==> src/hdl/jts_pkg.sv <==
`timescale 1ns / 1ps

package jts_pkg;

    // Result status codes.
    localparam logic [1:0] ST_TOKEN = 2'd0;
    localparam logic [1:0] ST_END   = 2'd1;
    localparam logic [1:0] ST_ERROR = 2'd2;

    // Token kinds.
    localparam logic [3:0] KIND_LBRACE   = 4'd0;
    localparam logic [3:0] KIND_RBRACE   = 4'd1;
    localparam logic [3:0] KIND_LBRACKET = 4'd2;
    localparam logic [3:0] KIND_RBRACKET = 4'd3;
    localparam logic [3:0] KIND_COMMA    = 4'd4;
    localparam logic [3:0] KIND_COLON    = 4'd5;
    localparam logic [3:0] KIND_NULL     = 4'd6;
    localparam logic [3:0] KIND_BOOLEAN  = 4'd7;
    localparam logic [3:0] KIND_NUMBER   = 4'd8;
    localparam logic [3:0] KIND_STRING   = 4'd9;

    // Keyword selectors.
    localparam logic [1:0] KW_NULL  = 2'd0;
    localparam logic [1:0] KW_TRUE  = 2'd1;
    localparam logic [1:0] KW_FALSE = 2'd2;

    // Characters of interest.
    localparam logic [7:0] CH_LBRACE   = "{";
    localparam logic [7:0] CH_RBRACE   = "}";
    localparam logic [7:0] CH_LBRACKET = "[";
    localparam logic [7:0] CH_RBRACKET = "]";
    localparam logic [7:0] CH_COMMA    = ",";
    localparam logic [7:0] CH_COLON    = ":";
    localparam logic [7:0] CH_QUOTE    = 8'h22;
    localparam logic [7:0] CH_BSLASH   = 8'h5C;
    localparam logic [7:0] CH_SLASH    = "/";
    localparam logic [7:0] CH_SPACE    = " ";
    localparam logic [7:0] CH_TAB      = 8'h09;
    localparam logic [7:0] CH_CR       = 8'h0D;
    localparam logic [7:0] CH_LOWER_B  = "b";
    localparam logic [7:0] CH_LOWER_F  = "f";
    localparam logic [7:0] CH_LOWER_N  = "n";
    localparam logic [7:0] CH_LOWER_R  = "r";
    localparam logic [7:0] CH_LOWER_T  = "t";
    localparam logic [7:0] CH_LOWER_U  = "u";

    // One result as it leaves the block.
    typedef struct packed {
        logic [1:0]  status;
        logic [3:0]  kind;
        logic [15:0] pos;
    } result_t;

    function automatic logic is_space(input logic [7:0] b);
        return (b == CH_SPACE) || (b >= CH_TAB && b <= CH_CR);
    endfunction

    function automatic logic is_digit(input logic [7:0] b);
        return (b >= "0") && (b <= "9");
    endfunction

    function automatic logic is_hex(input logic [7:0] b);
        return is_digit(b) || (b >= "a" && b <= "f") || (b >= "A" && b <= "F");
    endfunction

    function automatic logic [2:0] kw_len(input logic [1:0] w);
        return (w == KW_FALSE) ? 3'd5 : 3'd4;
    endfunction

    function automatic logic [3:0] kw_kind(input logic [1:0] w);
        return (w == KW_NULL) ? KIND_NULL : KIND_BOOLEAN;
    endfunction

    // Byte p of keyword w; positions past the end read as zero.
    function automatic logic [7:0] kw_char(input logic [1:0] w, input logic [2:0] p);
        logic [7:0] c;
        c = 8'h00;
        case ({w, p})
            {KW_NULL, 3'd0}:  c = "n";
            {KW_NULL, 3'd1}:  c = "u";
            {KW_NULL, 3'd2}:  c = "l";
            {KW_NULL, 3'd3}:  c = "l";
            {KW_TRUE, 3'd0}:  c = "t";
            {KW_TRUE, 3'd1}:  c = "r";
            {KW_TRUE, 3'd2}:  c = "u";
            {KW_TRUE, 3'd3}:  c = "e";
            {KW_FALSE, 3'd0}: c = "f";
            {KW_FALSE, 3'd1}: c = "a";
            {KW_FALSE, 3'd2}: c = "l";
            {KW_FALSE, 3'd3}: c = "s";
            {KW_FALSE, 3'd4}: c = "e";
            default:          c = 8'h00;
        endcase
        return c;
    endfunction

endpackage

==> src/hdl/json_token_scanner_core.sv <==
`timescale 1ns / 1ps

// Channel   Direction  tdata                           tuser       tlast
// s_axis    in         [7:0] text_byte                 -           final_byte
// m_axis    out        [3:0] token_kind,               [1:0]       run_last
//                      [19:4] error_position           status
//
// A text byte is scanned in the cycle it is accepted; its results (zero to three)
// are loaded into a result group register and leave one per cycle while m_tready is high.
// A byte causing at most one result sustains one transfer per clock while m_tready is high;
// a byte causing more results holds the input until its last result leaves the single result port.
// The input is ready while the result group is empty or its last result is leaving.
// Reset (rst_n low) returns the scanner to idle at byte index zero with no results.

module json_token_scanner_core #(
    parameter int POSITION_BITS = 16
) (
    input  logic        clk,
    input  logic        rst_n,
    input  logic        s_tvalid,
    output logic        s_tready,
    input  logic [7:0]  s_tdata,   // [7:0] text_byte
    input  logic        s_tlast,   // final_byte
    output logic        m_tvalid,
    input  logic        m_tready,
    output logic [23:0] m_tdata,   // [3:0] token_kind, [19:4] error_position, rest zero
    output logic [1:0]  m_tuser,   // [1:0] status
    output logic        m_tlast    // run_last
);

    localparam logic [2:0] MODE_IDLE    = 3'd0;
    localparam logic [2:0] MODE_KEYWORD = 3'd1;
    localparam logic [2:0] MODE_NUMBER  = 3'd2;
    localparam logic [2:0] MODE_STRING  = 3'd3;
    localparam logic [2:0] MODE_ESCAPE  = 3'd4;
    localparam logic [2:0] MODE_HEX     = 3'd5;

    logic [2:0]               mode_reg, mode_next;
    logic [1:0]               kw_which_reg, kw_which_next;
    logic [2:0]               kw_prog_reg, kw_prog_next;
    logic [2:0]               hex_left_reg, hex_left_next;
    logic [POSITION_BITS-1:0] byte_index_reg, byte_index_next;
    logic                     err_latched_reg, err_latched_next;

    jts_pkg::result_t grp_reg [3];
    jts_pkg::result_t grp_next [3];
    logic [1:0]       cnt_reg, cnt_next;
    logic [1:0]       rd_reg;

    logic       in_fire;
    logic       out_fire;
    logic       grp_last;
    logic [7:0] b;
    logic       fin;
    logic       num_v;
    logic       tok_v;
    logic [3:0] tok_kind;
    logic       err;
    logic       tail_v;
    logic       idle_scan;
    logic [2:0] hex_dec;
    logic [1:0] kw_sel;
    jts_pkg::result_t num_res, tok_res, tail_res;

    assign b        = s_tdata;
    assign fin      = s_tlast;
    assign m_tvalid = (cnt_reg != 2'd0);
    assign grp_last = (rd_reg == cnt_reg - 2'd1);
    assign out_fire = m_tvalid && m_tready;
    assign s_tready = !m_tvalid || (m_tready && grp_last);
    assign in_fire  = s_tvalid && s_tready;

    assign m_tdata  = {4'd0, grp_reg[rd_reg].pos, grp_reg[rd_reg].kind};
    assign m_tuser  = grp_reg[rd_reg].status;
    assign m_tlast  = grp_last;

    assign kw_sel  = (kw_which_reg == 2'd3) ? jts_pkg::KW_NULL : kw_which_reg;
    assign hex_dec = hex_left_reg - 3'd1;

    always_comb
    begin
        mode_next        = mode_reg;
        kw_which_next    = kw_which_reg;
        kw_prog_next     = kw_prog_reg;
        hex_left_next    = hex_left_reg;
        byte_index_next  = byte_index_reg + POSITION_BITS'(1);
        err_latched_next = err_latched_reg;
        num_v            = 1'b0;
        tok_v            = 1'b0;
        tok_kind         = jts_pkg::KIND_LBRACE;
        err              = 1'b0;
        idle_scan        = 1'b0;

        if (!err_latched_reg)
        begin
            case (mode_reg)
                MODE_NUMBER:
                begin
                    if (jts_pkg::is_digit(b))
                    begin
                        err = fin;
                    end
                    else
                    begin
                        num_v     = 1'b1;
                        idle_scan = 1'b1;
                    end
                end
                MODE_KEYWORD:
                begin
                    if (kw_prog_reg >= jts_pkg::kw_len(kw_sel) ||
                        b != jts_pkg::kw_char(kw_sel, kw_prog_reg))
                    begin
                        err = 1'b1;
                    end
                    else if (kw_prog_reg + 3'd1 == jts_pkg::kw_len(kw_sel))
                    begin
                        if (fin)
                        begin
                            err = 1'b1;
                        end
                        else
                        begin
                            tok_v     = 1'b1;
                            tok_kind  = jts_pkg::kw_kind(kw_sel);
                            mode_next = MODE_IDLE;
                        end
                    end
                    else
                    begin
                        kw_prog_next = kw_prog_reg + 3'd1;
                        err          = fin;
                    end
                end
                MODE_STRING:
                begin
                    if (b == jts_pkg::CH_QUOTE)
                    begin
                        if (fin)
                        begin
                            err = 1'b1;
                        end
                        else
                        begin
                            tok_v     = 1'b1;
                            tok_kind  = jts_pkg::KIND_STRING;
                            mode_next = MODE_IDLE;
                        end
                    end
                    else
                    begin
                        if (b == jts_pkg::CH_BSLASH)
                        begin
                            mode_next = MODE_ESCAPE;
                        end
                        err = fin;
                    end
                end
                MODE_ESCAPE:
                begin
                    if (b == jts_pkg::CH_SLASH || b == jts_pkg::CH_QUOTE ||
                        b == jts_pkg::CH_BSLASH || b == jts_pkg::CH_LOWER_B ||
                        b == jts_pkg::CH_LOWER_F || b == jts_pkg::CH_LOWER_N ||
                        b == jts_pkg::CH_LOWER_R || b == jts_pkg::CH_LOWER_T)
                    begin
                        mode_next = MODE_STRING;
                        err       = fin;
                    end
                    else if (b == jts_pkg::CH_LOWER_U)
                    begin
                        mode_next     = MODE_HEX;
                        hex_left_next = 3'd4;
                        err           = fin;
                    end
                    else
                    begin
                        err = 1'b1;
                    end
                end
                MODE_HEX:
                begin
                    if (!jts_pkg::is_hex(b))
                    begin
                        err = 1'b1;
                    end
                    else
                    begin
                        hex_left_next = hex_dec;
                        if (hex_dec == 3'd0)
                        begin
                            mode_next = MODE_STRING;
                        end
                        err = fin;
                    end
                end
                default:
                begin
                    idle_scan = 1'b1;
                end
            endcase

            // A byte between tokens, including the one that ended a number.
            if (idle_scan)
            begin
                mode_next = MODE_IDLE;
                if (!jts_pkg::is_space(b))
                begin
                    case (b)
                        jts_pkg::CH_LBRACE:
                        begin
                            tok_v    = 1'b1;
                            tok_kind = jts_pkg::KIND_LBRACE;
                        end
                        jts_pkg::CH_RBRACE:
                        begin
                            tok_v    = 1'b1;
                            tok_kind = jts_pkg::KIND_RBRACE;
                        end
                        jts_pkg::CH_LBRACKET:
                        begin
                            tok_v    = 1'b1;
                            tok_kind = jts_pkg::KIND_LBRACKET;
                        end
                        jts_pkg::CH_RBRACKET:
                        begin
                            tok_v    = 1'b1;
                            tok_kind = jts_pkg::KIND_RBRACKET;
                        end
                        jts_pkg::CH_COMMA:
                        begin
                            tok_v    = 1'b1;
                            tok_kind = jts_pkg::KIND_COMMA;
                        end
                        jts_pkg::CH_COLON:
                        begin
                            tok_v    = 1'b1;
                            tok_kind = jts_pkg::KIND_COLON;
                        end
                        jts_pkg::CH_LOWER_N:
                        begin
                            kw_which_next = jts_pkg::KW_NULL;
                            kw_prog_next  = 3'd1;
                            mode_next     = MODE_KEYWORD;
                            err           = fin;
                        end
                        jts_pkg::CH_LOWER_T:
                        begin
                            kw_which_next = jts_pkg::KW_TRUE;
                            kw_prog_next  = 3'd1;
                            mode_next     = MODE_KEYWORD;
                            err           = fin;
                        end
                        jts_pkg::CH_LOWER_F:
                        begin
                            kw_which_next = jts_pkg::KW_FALSE;
                            kw_prog_next  = 3'd1;
                            mode_next     = MODE_KEYWORD;
                            err           = fin;
                        end
                        jts_pkg::CH_QUOTE:
                        begin
                            mode_next = MODE_STRING;
                            err       = fin;
                        end
                        default:
                        begin
                            if (jts_pkg::is_digit(b))
                            begin
                                mode_next = MODE_NUMBER;
                                err       = fin;
                            end
                            else
                            begin
                                err = 1'b1;
                            end
                        end
                    endcase
                end
            end

            if (err)
            begin
                mode_next        = MODE_IDLE;
                err_latched_next = 1'b1;
            end
        end

        // The final byte of a text always returns the lexer state to its reset values.
        if (fin)
        begin
            mode_next        = MODE_IDLE;
            kw_which_next    = jts_pkg::KW_NULL;
            kw_prog_next     = 3'd0;
            hex_left_next    = 3'd0;
            byte_index_next  = '0;
            err_latched_next = 1'b0;
        end
    end

    // Candidate results in output order: number token, other token, end or error.
    always_comb
    begin
        tail_v          = !err_latched_reg && (err || fin);
        num_res.status  = jts_pkg::ST_TOKEN;
        num_res.kind    = jts_pkg::KIND_NUMBER;
        num_res.pos     = 16'd0;
        tok_res.status  = jts_pkg::ST_TOKEN;
        tok_res.kind    = tok_kind;
        tok_res.pos     = 16'd0;
        tail_res.status = err ? jts_pkg::ST_ERROR : jts_pkg::ST_END;
        tail_res.kind   = 4'd0;
        tail_res.pos    = err ? 16'(byte_index_reg) : 16'd0;

        grp_next[0] = num_res;
        grp_next[1] = tok_res;
        grp_next[2] = tail_res;
        if (!num_v)
        begin
            grp_next[0] = tok_v ? tok_res : tail_res;
            grp_next[1] = tail_res;
        end
        else if (!tok_v)
        begin
            grp_next[1] = tail_res;
        end
        cnt_next = {1'b0, num_v} + {1'b0, tok_v} + {1'b0, tail_v};
    end

    always_ff @(posedge clk or negedge rst_n)
    begin
        if (!rst_n)
        begin
            mode_reg        <= MODE_IDLE;
            kw_which_reg    <= jts_pkg::KW_NULL;
            kw_prog_reg     <= 3'd0;
            hex_left_reg    <= 3'd0;
            byte_index_reg  <= '0;
            err_latched_reg <= 1'b0;
            cnt_reg         <= 2'd0;
            rd_reg          <= 2'd0;
        end
        else
        begin
            if (in_fire)
            begin
                mode_reg        <= mode_next;
                kw_which_reg    <= kw_which_next;
                kw_prog_reg     <= kw_prog_next;
                hex_left_reg    <= hex_left_next;
                byte_index_reg  <= byte_index_next;
                err_latched_reg <= err_latched_next;
                cnt_reg         <= cnt_next;
                rd_reg          <= 2'd0;
            end
            else if (out_fire)
            begin
                if (grp_last)
                begin
                    cnt_reg <= 2'd0;
                    rd_reg  <= 2'd0;
                end
                else
                begin
                    rd_reg <= rd_reg + 2'd1;
                end
            end
        end
    end

    always_ff @(posedge clk)
    begin
        if (in_fire)
        begin
            grp_reg[0] <= grp_next[0];
            grp_reg[1] <= grp_next[1];
            grp_reg[2] <= grp_next[2];
        end
    end

endmodule

==> config.mk <==
export PLATFORM = sky130hd
export DESIGN_NAME = json_token_scanner_core
export DESIGN_NICKNAME = d
export VERILOG_FILES = /design/src/hdl/jts_pkg.sv /design/src/hdl/json_token_scanner_core.sv
export SDC_FILE = /design/constraint.sdc
export NUM_CORES = 1
export LEC_CHECK = 0
export BUFFER_PORTS_ARGS = -buffer_cell sky130_fd_sc_hd__clkbuf_2
export CAP_MARGIN = 10
export CORE_ASPECT_RATIO = 1.25
export CORE_MARGIN = 4
export CORE_UTILIZATION = 65
export DETAILED_ROUTE_END_ITERATION = 8
export PLACE_DENSITY = 0.84
export REMOVE_ABC_BUFFERS = 1
export SYNTH_ARGS = -nofsm -noshare
export SYNTH_HDL_FRONTEND = slang
export SYNTH_SLANG_ARGS = --single-unit
==> constraint.sdc <==
create_clock -name clk -period 6.15 [get_ports clk]
set_clock_uncertainty 0.05 [all_clocks]
set_input_delay 0.3075 -clock clk [delete_from_list [all_inputs] [get_ports clk]]
set_output_delay 0.3075 -clock clk [all_outputs]
set_load 0.01 [all_outputs]
==> run_results.csv <==
group,metric,value,unit
run_status,status,"finished, violations left",
run_status,violations,"hold timing",
power_and_ir_drop,comb_power_share,0.371,
drt,ant_nets,0,
yosys,synth_edf_count,62,
place,gp_congestion,0.974,
drt,dr.pass1.iters,5,
place,port_buffers,37,
setup_path,start_kind,"register",
layout,largest_reg_flops,62,
drt,avgRoutedWirePerCell,17.1,µm
setup_path,crit_fanout,76,
die,core,8750,µm²
global_route,grt_first_pass_wirelength,21000,µm
drt,first_iter_violations,413,
sta,min_period,3620,ps
drt,vias,4671,
die,ioPinCount,42,
sta,relSlewSlack,0.408,
power_and_ir_drop,swShare,0.370,
power_and_ir_drop,leakagePower,2.42,nW
yosys,syn_avg_cell_area,9.65,µm²
sta,whs,-12.0,ps
setup_path,crit_path_end_kind,"register",
yosys,syn_area,5850,µm²
layout,final_common_cell,"nand2_1",
power_and_ir_drop,pwr-share-clk,0.195,
drt,routed_wl,12700,µm
sta,setup_slack,2530,ps
sta,hold_viol,8,
die,die-area,10600,µm²
die,initial_core_util,0.668,
job,max_cap_viol_count,0,
clocking,h-tree-depth,3,
sta,finalCritPeriodShare,0.588,
yosys,yosys_register_bits,94,
power_and_ir_drop,ir_drop,0.188,mV
die,die_h,114,µm
clocking,cts_tree,"built",
sta,fmax,276,MHz
drt,drc_errors,0,
yosys,async_reset_ff_frac,0.340,
clocking,cts_setup_buffers,0,
power_and_ir_drop,seq_power_share,0.434,
global_route,grt_pass1_vias,4483,
layout,layout_common_cells,"69 x nand2_1, 62 x edfxtp_1, 42 x nor2_1",
layout,syn2layout_area_growth,6.27,%
place,pre_cts_ws,2610,ps
sta,rsz0062_at_grt,"no",
yosys,seq_area_frac_synth,0.455,
global_route,grt_overflow,0,
clocking,path_clk_slew,90,ps
min_path,hold_path_class,"input pin to asynchronous set/reset pin",
power_and_ir_drop,intPower,1.30,mW
global_route,grt_use_total,0.250,
sta,tns,0,ps
layout,num_antenna_cells,0,
global_route,grt_max_degree,77,
die,core.rowCount,38,
clocking,numCtsBuffers,9,
layout,design_area,6210,µm²
power_and_ir_drop,power_density,333,nW/µm²
setup_path,crit_required,6380,ps
clocking,clk_latency,370,ps
clocking,cts.sinks,94,
yosys,synth-warning-count,0,
clocking,hold_buffers,0,
clocking,cts_buffer_depth,2,
sta,final_max_slew_viol_count,0,
drt,vias_per_cell,6.28,
sta,worst_slew_pin_slew,887,ps
layout,nets,650,
yosys,synthFlopType,"edfxtp_1",
yosys,yosysUniqueCellTypes,72,
setup_path,worstSetupPathType,"register to register",
clocking,cts_resized,0,
setup_path,arrival,3850,ps
global_route,antenna_found_initial,0,
power_and_ir_drop,switching_power,0.767,mW
place,hpwl,8630,µm
sta,setup_viol,0,
clocking,cts_root_buffer,"clkbuf_8",
yosys,synth_cells,606,
place,placed_area,6020,µm²
layout,drive_above_1_share,0.120,
die,die_x,92.8,µm
-- per-layer routing --
metal,up-vias,global-route usage,routed length [µm]
met2,192,0.439,6500
met4,0,0.137,537
li1,2220,-,-
met5,-,0,0
met3,52,0.0447,797
met1,2207,0.288,4860
-- power by group through the flow --
stage / Clock, mW / Sequential (mW) / Combinational (mW)
after floorplan: 0 / 0.995 / 0.427
after global placement: 0 / 0.903 / 0.736
after detailed placement: 0 / 0.912 / 0.766
after CTS: 0.407 / 0.899 / 0.772
after global routing: 0.433 / 0.913 / 0.849
final: 0.404 / 0.899 / 0.769
-- area by class of cell --
cell class,instances,area (µm²)
multi-input cells,454,2920
flip-flops and latches,94,2660
fillers,677,2530
repair buffers,42,223
well taps,120,150
clock buffers,11,131
inverters,18,67.6
clock inverters,5,60.1
-- logic make-up after synthesis --
logic type / after synthesis / share of synthesized area
mux: 30 / 0.0524
xor+xnor: 19 / 0.0285
other cells: 1 / 0.000641
flops: 94 / 0.455
compound gates: 111 / 0.122
fa+ha+maj: 18 / 0.0398
simple gates: 271 / 0.251
buf+inv: 62 / 0.0499
-- worst max-delay path, stage by stage (launching register included) --
cell      delay (ps)
dfrtp_1          450
inv_1             70
ha_1             300
xor2_1           190
nand3_1          200
a21boi_4         180
buf_4            680
o21ai_1          480
nor2_1           500
nand4_1          190
o21ai_0          210
-- cells in the mapped netlist, types with 5 or more instances --
cell	count	area, µm²
nand2_1	69	259
mux2_2	5	56.3
xor2_1	15	131
nand4_1	12	75.1
nor2b_1	9	56.3
or3_1	5	31.3
dfrtp_1	32	801
nor3_1	27	135
buf_2	8	40.0
ha_1	17	213
nand2b_1	10	62.6
inv_1	18	67.6
a21oi_1	25	125
clkbuf_1	22	82.6
nor3b_1	30	225
nand3_1	21	105
nor4_1	5	31.3
mux2i_1	25	250
nor2_1	42	158
o22ai_1	6	37.5
and3_1	8	50.1
and2_1	7	43.8
o21ai_0	36	180
buf_4	11	82.6
edfxtp_1	62	1860
-- per-stage QoR --
stage	util	power, mW	std cells
6_report	0.710	2.07	744
5_1_grt	0.710	2.20	744
4_1_cts	0.710	2.08	744
3_5_place_dp	0.689	1.68	728
3_3_place_gp	0.689	1.64	728
2_1_floorplan	-	1.42	566
-- final timing paths --
path / startpoint / end / slack, ps / cells after the start
min in group clk: s_tvalid / rd_reg[1] / 110 / 2
setup / recovery: cnt_reg[0] / kw_which_reg[0] / 2530 / 10
hold reg to reg: cnt_reg[1] / cnt_reg[1] / 460 / 1
setup reg to reg: cnt_reg[0] / kw_which_reg[0] / 2530 / 10
max in group asynchronous: rst_n / byte_index_reg[2] / 5490 / 1
hold / removal: rst_n / mode_reg[0] / -10 / 1
Power figures use the tool's default switching activity.
